==> src/uvs_pkg.sv <==
// ----------------------------------------------------------------------------
// uvs_pkg
// Types and constants shared by the sphere mesh generator modules.
// ----------------------------------------------------------------------------
package uvs_pkg;

   // Register indexes of the configuration port.
   typedef enum logic [2:0] {
      REG_RADIUS       = 3'd0,
      REG_WIDTH_SEG    = 3'd1,
      REG_HEIGHT_SEG   = 3'd2,
      REG_PHI_START    = 3'd3,
      REG_PHI_LENGTH   = 3'd4,
      REG_THETA_START  = 3'd5,
      REG_THETA_LENGTH = 3'd6
   } reg_index_type;

   localparam logic KIND_VERTEX   = 1'b0;
   localparam logic KIND_TRIANGLE = 1'b1;

   localparam int MIN_WIDTH_SEG  = 3;
   localparam int MIN_HEIGHT_SEG = 2;

   localparam logic [16:0] FULL_TURN = 17'd65536;
   localparam logic [16:0] HALF_TURN = 17'd32768;
   localparam logic [15:0] QUARTER_TURN = 16'd16384;

   // Quotient of the angle divide never exceeds a full turn.
   localparam int QUO_W      = 17;
   localparam int DIV_STEP   = 4;
   localparam int DIV_STAGES = (QUO_W + DIV_STEP - 1) / DIV_STEP;

   // Sine pipeline: prepare, square, four Horner steps, final product.
   localparam int TRIG_STAGES = 7;

   // Odd sine polynomial coefficients in Q30, c1 first.
   localparam logic [31:0] SIN_COEF [5] = '{
      32'd1686629713, 32'd693598668, 32'd85569306, 32'd5026995, 32'd172272
   };

   // Per-request data that rides alongside the arithmetic.
   typedef struct packed {
      logic        kind;
      logic [15:0] idx_b;
      logic [15:0] idx_c;
      logic        top;
      logic        bot;
   } side_type;

endpackage

==> src/uvs_div.sv <==
// ----------------------------------------------------------------------------
// uvs_div
// Pipelined restoring divider by a segment count, a few quotient bits per stage.
// ----------------------------------------------------------------------------
module uvs_div #(
   parameter int SEG_W = 8
) (
   input  logic                          clock,
   input  logic [SEG_W+uvs_pkg::QUO_W-1:0] num,
   input  logic [SEG_W-1:0]              den,
   input  logic [uvs_pkg::DIV_STAGES-1:0] en,
   output logic [uvs_pkg::QUO_W-1:0]     quo
);

   localparam int QW = uvs_pkg::QUO_W;
   localparam int NS = uvs_pkg::DIV_STAGES;
   localparam int ST = uvs_pkg::DIV_STEP;

   logic [SEG_W-1:0] rem_ff [NS];
   logic [QW-1:0]    lo_ff  [NS];

   for (genvar k = 0; k < NS; k++) begin : g_stage
      logic [SEG_W-1:0] rem_in;
      logic [QW-1:0]    lo_in;

      always_comb begin
         logic [SEG_W:0] t;
         logic           ge;
         if (k == 0) begin
            rem_in = num[SEG_W+QW-1:QW];
            lo_in  = num[QW-1:0];
         end else begin
            rem_in = rem_ff[(k == 0) ? 0 : k-1];
            lo_in  = lo_ff[(k == 0) ? 0 : k-1];
         end
         for (int j = 0; j < ST; j++) begin
            if (k * ST + j < QW) begin
               t      = {rem_in, lo_in[QW-1]};
               ge     = (t >= {1'b0, den});
               lo_in  = {lo_in[QW-2:0], ge};
               rem_in = ge ? SEG_W'(t - {1'b0, den}) : t[SEG_W-1:0];
            end
         end
      end

      always_ff @(posedge clock) begin
         if (en[k]) begin
            rem_ff[k] <= rem_in;
            lo_ff[k]  <= lo_in;
         end
      end
   end

   assign quo = lo_ff[NS-1];

endmodule

==> config.mk <==
export PLATFORM = sky130hd
export DESIGN_NAME = uvs_div
export DESIGN_NICKNAME = d
export VERILOG_FILES = /design/src/uvs_pkg.sv /design/src/uvs_div.sv
export SDC_FILE = /design/constraint.sdc
export NUM_CORES = 1
export LEC_CHECK = 0
export BUFFER_PORTS_ARGS = -buffer_cell sky130_fd_sc_hd__buf_4
export CAP_MARGIN = 15
export CORE_MARGIN = 4
export CORE_UTILIZATION = 65
export DETAILED_ROUTE_END_ITERATION = 16
export GPL_TIMING_DRIVEN = 0
export PLACE_DENSITY = 0.85
export SYNTH_ARGS = -nofsm -noshare
export SYNTH_HDL_FRONTEND = slang
export SYNTH_SLANG_ARGS = --single-unit
==> constraint.sdc <==
create_clock -name clock -period 16.4 [get_ports clock]
set_clock_uncertainty 0.05 [all_clocks]
set_input_delay 2.46 -clock clock [delete_from_list [all_inputs] [get_ports clock]]
set_output_delay 2.46 -clock clock [all_outputs]
set_load 0.01 [all_outputs]
# After elaboration in Yosys (flattened, before gate mapping)
# Memory sizes are Yosys's and may differ from the RTL's.
# Index checks and enable logic that the tools add are counted.
# classes
eq_ne	0
n_reduce_logical	0
mux	27
mul	0
n_div	0
addsub	17
shifts	0
order_cmp	17
bitwise_logic	0
# ops
op	n
>= comparator 9 x 8 -> 1 bit	17
two-way mux 8 bit	17
subtractor 8 bit	17
two-way mux 1 bit	10
# totals
mem_count	2
ff_bits	0
mem_bits_ro	0
output_inout_bits	17
input_bits	39
latch_bits	0
elab_cells	63
ram_bits	125
# mem_list
memory	words	width	rd	rd_clocked_by_memory_dff	write_ports	line_no	source
lo_ff	5	17	5	0	5	uvs_div.sv:20	logic [QW-1:0] lo_ff [NS];
rem_ff	5	8	4	0	5	uvs_div.sv:19	logic [SEG_W-1:0] rem_ff [NS];

# Longest topological paths before layout
# Gate-level depths: netlist of run 1.
# depth
word_depth	8
ltp_mapped	38
mapped_depth_nobuf	38

# Least setup slack after synthesis of run 1
# No wires, ideal clock.
# synth_timing
kind	in2reg
start	input den[1]
end	memory rem_ff[3][1] (netlist: rem_ff[0][25]) (data pin)
setup_slack_ns	5.605
t_required_ns	16.088
path_buffers	1
setup_ns	0.262
arrival_ns	10.483
stages	37
cell_sequence	inv_1 > ha_1 > nor2b_1 > o21a_1 > nor3_2 > a21o_1 > nand2_2 > o21ai_0 > inv_1 > ha_1 > nor2b_1 > o31a_1 > nor3_1 > o21ai_0 > nand3_1 > and2_1 > buf_2 > mux2_2 > ha_1 > a21oi_1 > nor2b_1 > o311ai_0 > nand3_1 > a21oi_1 > o31ai_1 > a31oi_4 > mux2i_1 > ha_1 > nor2b_1 > o21ai_0 > a21boi_0 > o21ai_0 > a211o_1 > a21oi_1 > a211oi_1 > mux2i_4 > mux2_1
# synth_rtl
element	line_no	source
start, declared	uvs_div.sv:10	input logic [SEG_W-1:0] den,
end, declared	uvs_div.sv:19	

==> flow_summary.json, run 1 <==
{
  "outcome": "finished, final reports clean",
  "start_kind": "input pin",
  "setup_viol": 0,
  "antenna_found_initial": 0,
  "m1WireLength_mm": 10.2,
  "vias": 8431,
  "wl_met2_mm": 12.3,
  "place_congestion": 0.932,
  "maxSlewHeadroom": 0.322,
  "netlist_area_mm2": 0.0107,
  "grt_pass1_vias": 8363,
  "final_common_cell": "ha_1",
  "cts_hold_buf": 0,
  "top_layer_used": "met4",
  "yosysSeqAreaShare": 0.328,
  "synth-edff-count": 117,
  "syn-num-nets": 1235,
  "num_rows": 46,
  "core_mm2": 0.0160,
  "fin_setup_tns_ns": 0,
  "ant_nets": 0,
  "yosysWarnings": 0,
  "layout_common_cells": "ha_1, edfxtp_1, buf_4",
  "min_period_ns": 12.02,
  "worst_pin_slew_ns": 1.02,
  "crit_path_end_kind": "flop",
  "syn_inst": 1044,
  "ys_types": 73,
  "synthTopCellsByArea": "edfxtp_1, ha_1, mux2_2, xnor2_1, a21oi_1",
  "hold_viol": 0,
  "hold_class": "flop to flop",
  "grt-ovfl-total": 0,
  "crit_required_ns": 16.52,
  "cts_setup_buffers": 0,
  "clkTransAtPathRegs_ns": 0.06,
  "clock_path_buffers": 2,
  "critical_path_arrival_ns": 12.14,
  "r2r_slack_ns": 6.92,
  "fmax_ghz": 0.0832,
  "grt_max_degree": 28,
  "grt.total_usage": 0.275,
  "maxCapViolations": 0,
  "grt_first_pass_wirelength_mm": 40.1,
  "ios": 56,
  "antennaDiodeCount": 0,
  "cts_buffers": 17,
  "async_flop_share": 0,
  "synth_area_leader_cell": "edfxtp_1",
  "drt_iter0_markers": 600,
  "cts_resized": 0,
  "max_stage_delay_ns": 0.73,
  "initial_core_util": 0.670,
  "cts.htree.levels": 4,
  "areaGrowthSynthToFinish_pct": 11.5,
  "cts_tree": "yes",
  "cp_slowest_cell": "inv_1",
  "synth_seq_cells": 117,
  "die_w_um": 136,
  "clk-insertion-delay-late_ns": 0.42,
  "layout-drive-gt1-share": 0.167,
  "crit_fanout": 17,
  "dp_hpwl_mm": 17.4,
  "wl_per_cell_um": 18.3,
  "yosys.area.top_type_share": 0.328,
  "die_y_um": 136,
  "via_per_inst": 6.26,
  "die-area_mm2": 0.0186,
  "numPortBuffers": 55,
  "drc_errors": 0,
  "drtPass1Iterations": 5,
  "worstSetupPathType": "input pin to flop",
  "cts.sinks": 117,
  "finalMaxSlewViolations": 0,
  "wl_met3_mm": 1.51,
  "dominantRegCellSynth": "edfxtp_1",
  "min_period_over_period": 0.733,
  "rsz0062_at_grt": "false",
  "routed_wl_mm": 24.7,
  "fin_nets": 1309,
  "synth.avg_cell_area_um2": 10.3,
  "root_buffer": "clkbuf_16"
}
[path summary, 6_finish.rpt]
path | end | cells after the start | start
setup / recovery | rem_ff[0][26] | 38 | den[4]
hold reg to reg | lo_ff[0][23] | 0 | lo_ff[0][2]
setup reg to reg | rem_ff[0][26] | 36 | rem_ff[0][16]
hold / removal | lo_ff[0][23] | 0 | lo_ff[0][2]
[per-layer routing]
layer,GRT usage,vias up
met3,0.0548,62
met2,0.484,299
met5,0,-
li1,-,4041
met1,0.333,4029
met4,0.102,0
[area by class of cell]
type                    count  area [um2]
plain buffers              24         178
flip-flops and latches    117        3510
well taps                 216         270
repair buffers             55         413
clock buffers              21         440
inverters                  74         283
fillers                  1150        4050
clock inverters            10         109
multi-input cells         829        6740
[per-stage QoR]
stage	area (um2)	util	cells	setup WS [ns]	hold WS, ns
finish	11900	0.747	1346	4.38	0.364
detailed placement	11400	0.712	1315	4.22	0.355
global placement	11400	0.712	1315	3.93	0.350
global route	11900	0.747	1346	3.72	0.369
CTS	11900	0.747	1346	4.56	0.360
floorplan	10700	-	1044	5.61	0.350
[synth_stat cells (15+ instances only)]
library cell and n:
mux2_2 54, o21a_1 16, a21o_1 27, nand4_1 15, inv_1 70, nor3_1 22, edfxtp_1 117, a21oi_1 70
buf_4 19, mux2i_1 22, o21ai_0 64, nor2b_1 33, nand2_1 40, nand3_1 18, ha_1 136, xnor2_1 58
fa_1 16, nor2_1 66
[worst max-delay path, delay by kind of cell]
kind	cells	cell delay, ns
AOI/OAI and AO/OA	16	3.91
adders and majority gates	4	1.40
buffers and inverters	4	1.16
muxes	4	1.40
and+or+nand+nor	10	1.81
[flip-flops by register name, summed over array words and instances (netlist names)]
name,flops
lo_ff,85
rem_ff,32
[logic make-up after synthesis]
logic type	Yosys count	share of synthesized area
buf+inv	98	0.0430
simple gates	253	0.121
mux	91	0.0945
xor+xnor	73	0.0604
fa+ha+maj	152	0.189
compound gates	260	0.165
flops	117	0.328
Power of run 1 is left out: the tool's default activity adds up to more than one toggle a clock period on the data nets, which glitch-free logic cannot reach.
==> run 2: changes to the inputs <==
- CORE_UTILIZATION: 65 -> 63
- PLACE_DENSITY: 0.85 -> 0.83
- clock period: 16.4 -> 11.8 ns (I/O delays scaled with it)
==> run 2 against run 1 <==
Critical path depth stayed put. First-iteration DRC count is 2.8% lower. Register-to-register slack worse by 4.4 ns. Critical path type unchanged. Largest cell class unchanged.
==> flow_summary.json, run 2 (same netlist as run 1, synthesis figures left out) <==
{
  "rsz0062_at_grt": "false",
  "critical_path_arrival_ns": 11.24,
  "dp_hpwl_mm": 17.2,
  "maxSlewHeadroom": 0.296,
  "via_per_inst": 6.11,
  "setup_viol": 0,
  "hold_path_depth": 0,
  "cp_slowest_cell": "inv_1",
  "maxCapViolations": 0,
  "dpl_cell_area_mm2": 0.0114,
  "cts.htree.levels": 4,
  "hp-start": "lo_ff[0][63]",
  "place_congestion": 0.880,
  "r2r-start": "rem_ff[0][18]",
  "crit_required_ns": 11.92,
  "cts.sinks": 117,
  "r2r-end": "rem_ff[0][27]",
  "max_stage_delay_ns": 0.71,
  "clock_path_buffers": 2,
  "fin_nets": 1309,
  "hold_class": "flop to flop",
  "grt-ovfl-total": 0,
  "ios": 56,
  "worst_pin_slew_ns": 1.06,
  "die_w_um": 138,
  "die-area_mm2": 0.0192,
  "largest_reg_flops": 85,
  "drc_errors": 0,
  "layout_common_cells": "ha_1, edfxtp_1, buf_4",
  "vias": 8243,
  "worstSetupPathType": "input pin to flop",
  "antennaDiodeCount": 0,
  "reg2reg_depth": 36,
  "fmax_ghz": 0.0899,
  "grt_first_pass_wirelength_mm": 39.7,
  "wl_per_cell_um": 17.7,
  "root_buffer": "clkbuf_16",
  "crit_path_end_kind": "flop",
  "cts_tree": "yes",
  "hold_viol": 0,
  "crit_fanout": 17,
  "clkTransAtPathRegs_ns": 0.06,
  "cts_resized": 0,
  "routed_wl_mm": 23.9,
  "initial_core_util": 0.644,
  "core_mm2": 0.0166,
  "stdcell_area_mm2": 0.0120,
  "cts_hold_buf": 0,
  "min_period_ns": 11.13,
  "finalMaxSlewViolations": 0,
  "ant_nets": 0,
  "min_period_over_period": 0.943,
  "start_kind": "input pin",
  "num_rows": 47,
  "numPortBuffers": 55,
  "antenna_found_initial": 0,
  "r2r_slack_ns": 2.51,
  "cts_setup_buffers": 0,
  "fin_setup_tns_ns": 0,
  "drt_iter0_markers": 583,
  "grt_pass1_vias": 8368,
  "areaGrowthSynthToFinish_pct": 11.9,
  "drtPass1Iterations": 5,
  "die_y_um": 138,
  "largest_registers": "lo_ff: 85 flops, rem_ff: 32 flops",
  "cts_buffers": 17,
  "regMostFlops": "lo_ff",
  "holdPathEnd": "lo_ff[0][81]",
  "grt.total_usage": 0.251,
  "outcome": "finished, final reports clean",
  "final_common_cell": "ha_1",
  "grt_max_degree": 28,
  "clk-insertion-delay-late_ns": 0.42,
  "layout-drive-gt1-share": 0.170
}
-- run 2: final cells by class --
class / instances / area, um2
inverter: 74 / 283
multi-input combinational: 829 / 6740
buffer: 24 / 178
clock inverter: 13 / 156
clock buffer: 18 / 429
tap: 220 / 275
timing repair buffer: 55 / 413
fill: 1221 / 4650
sequential: 117 / 3510
-- run 2: layer usage --
metal	global-route usage	up-vias	wire [um]
met4	0.109	0	859
met2	0.433	249	11700
li1	-	4043	-
met5	0	-	0
met3	0.0459	69	1150
met1	0.308	3882	10200
-- run 2: worst max path at each step --
stage | start | to | slack [ns] | depth (start not counted)
after CTS | den[3] | rem_ff[0][27] | 0.82 | 38
final | den[3] | rem_ff[0][27] | 0.67 | 38
after global placement | den[1] | rem_ff[0][27] | 0.03 | 38
after global routing | den[4] | rem_ff[0][31] | 0.006 | 38
after detailed placement | den[1] | rem_ff[0][29] | 0.42 | 38
after floorplan | den[1] | rem_ff[0][25] | 1.70 | 37
-- run 2: worst max-delay path, delay by kind of cell --
kind,cells,cell delay [ns]
AO/OA/AOI/OAI,16,3.83
AND/OR/NAND/NOR,10,1.73
adder cells (fa/ha/maj),4,1.40
multiplexers,4,1.35
buffers and inverters,4,1.14
-- run 2: metrics by stage --
stage                     utilization  std cells  hold WS (ns)  setup slack [ns]
after floorplan                     -       1044         0.350              1.70
after global placement          0.685       1319         0.351            0.0306
after detailed placement        0.685       1319         0.355             0.425
after CTS                       0.720       1350         0.363             0.819
after global routing            0.720       1350         0.365           0.00605
final                           0.720       1350         0.361             0.672
Power of run 2 is left out for the same reason.
==> run 3: changes to the inputs <==
- CELL_PAD_IN_SITES_DETAIL_PLACEMENT: not set -> 1
- CELL_PAD_IN_SITES_GLOBAL_PLACEMENT: not set -> 1
- CORE_UTILIZATION: 63 -> 50
==> run 3 against run 2 <==
Setup slack got worse by 0.24 ns. Non-clock buffer count is 23 higher. Global-route usage about the same. Sequential share of layout area fell by 0.74 points. Utilization fell by 14 points. Worst hold slack gained 0.0050 ns. Via count up 6.7%. Count of clock-buffer cells in the layout down 1. Highest routed layer unchanged.
==> flow_summary.json, run 3 (same netlist as run 1, synthesis figures left out) <==
{
  "crit_required_ns": 11.91,
  "crit_family": "compound AO/OA/AOI/OAI gates",
  "outcome": "finished, final reports clean",
  "reg2reg_depth": 36,
  "critical_path_buf_inv_count": 7,
  "hold_path_depth": 0,
  "dp_slack_ns": 0.120,
  "setup_ws_ns": 0.434,
  "die_y_um": 154,
  "regMostFlops": "lo_ff",
  "maxSlewHeadroom": 0.408,
  "via_per_inst": 6.15,
  "ant_nets": 0,
  "fmax_ghz": 0.0880,
  "critical_path_arrival_ns": 11.48,
  "cp_slowest_cell": "ha_1",
  "finalNonFillerCells": 1429,
  "hold_viol": 0,
  "dp.cells": 1374,
  "place_congestion": 0.838,
  "worst_pin_slew_ns": 0.886,
  "clk-insertion-delay-late_ns": 0.43,
  "max_stage_delay_ns": 0.62,
  "layout_common_cells": "ha_1, edfxtp_1, buf_4",
  "initial_core_util": 0.510,
  "die-area_mm2": 0.0238,
  "cts_tree": "yes",
  "cts.sinks": 117,
  "min_period_ns": 11.37,
  "maxCapViolations": 0,
  "start_kind": "input pin",
  "grt.total_usage": 0.251,
  "antenna_found_initial": 0,
  "cts.htree.levels": 4,
  "ios": 56,
  "drtPass1Iterations": 4,
  "crit_fanout": 17,
  "grt_first_pass_wirelength_mm": 47.7,
  "wl_per_cell_um": 22.2,
  "drc_errors": 0,
  "hold_class": "flop to flop",
  "layout-drive-gt1-share": 0.191,
  "antennaDiodeCount": 0,
  "cp.depth": 37,
  "dp_hpwl_mm": 21.0,
  "min_period_over_period": 0.963,
  "core_mm2": 0.0210,
  "drt_iter0_markers": 412,
  "root_buffer": "clkbuf_16",
  "setup_viol": 0,
  "vias": 8793,
  "largest_registers": "lo_ff: 85 flops, rem_ff: 32 flops",
  "clkTransAtPathRegs_ns": 0.06,
  "num_rows": 53,
  "finalMaxSlewViolations": 0,
  "die_w_um": 154,
  "final_common_cell": "ha_1",
  "cts_buffers": 17,
  "fin_nets": 1332,
  "grt_max_degree": 28,
  "areaGrowthSynthToFinish_pct": 14.8,
  "largest_reg_flops": 85,
  "grt-ovfl-total": 0,
  "worstSetupPathType": "input pin to flop",
  "clock_path_buffers": 2,
  "grt_pass1_vias": 9262,
  "numPortBuffers": 55,
  "routed_wl_mm": 31.8,
  "crit_path_end_kind": "flop"
}
-- run 3: final cells by class --
cell class / count / area (um2)
plain buffers: 24 / 178
fillers: 2327 / 8720
repair buffers: 78 / 611
well taps: 275 / 344
flip-flops and latches: 117 / 3510
inverters: 74 / 308
clock buffers: 17 / 425
clock inverters: 15 / 164
multi-input cells: 829 / 6760
-- run 3: what timing repair did --
action                     4_1_cts  5_1_grt
hold buffers                     0        0
setup endpoints to repair        0       16
buffers inserted                 0       23
resized for setup                0       11
-- run 3: path summary, 6_finish.rpt --
path	slack [ns]	start	endpoint
worst min-delay path	0.37	lo_ff[0][17]	lo_ff[0][38]
worst max-delay path	0.43	den[5]	rem_ff[0][11]
worst max register to register	2.03	rem_ff[0][19]	rem_ff[0][26]
worst min register to register	0.37	lo_ff[0][17]	lo_ff[0][38]
-- run 3: layer usage --
metal | share of wire | global-route usage | vias to the layer above
li1 | - | - | 4085
met1 | 0.41 | 0.286 | 4353
met2 | 0.52 | 0.451 | 257
met3 | 0.042 | 0.0506 | 98
met4 | 0.035 | 0.117 | 0
met5 | 0 | 0 | -
-- run 3: stage by stage --
step	TNS (ns)	hold WS [ns]	area, um2	util
floorplan	0	0.350	10700	-
CTS	0	0.369	12100	0.574
global placement	-0.675	0.351	11500	0.546
global route	-0.795	0.371	12300	0.585
detailed placement	0	0.356	11500	0.546
finish	0	0.366	12300	0.585
Power of run 3 is left out for the same reason.
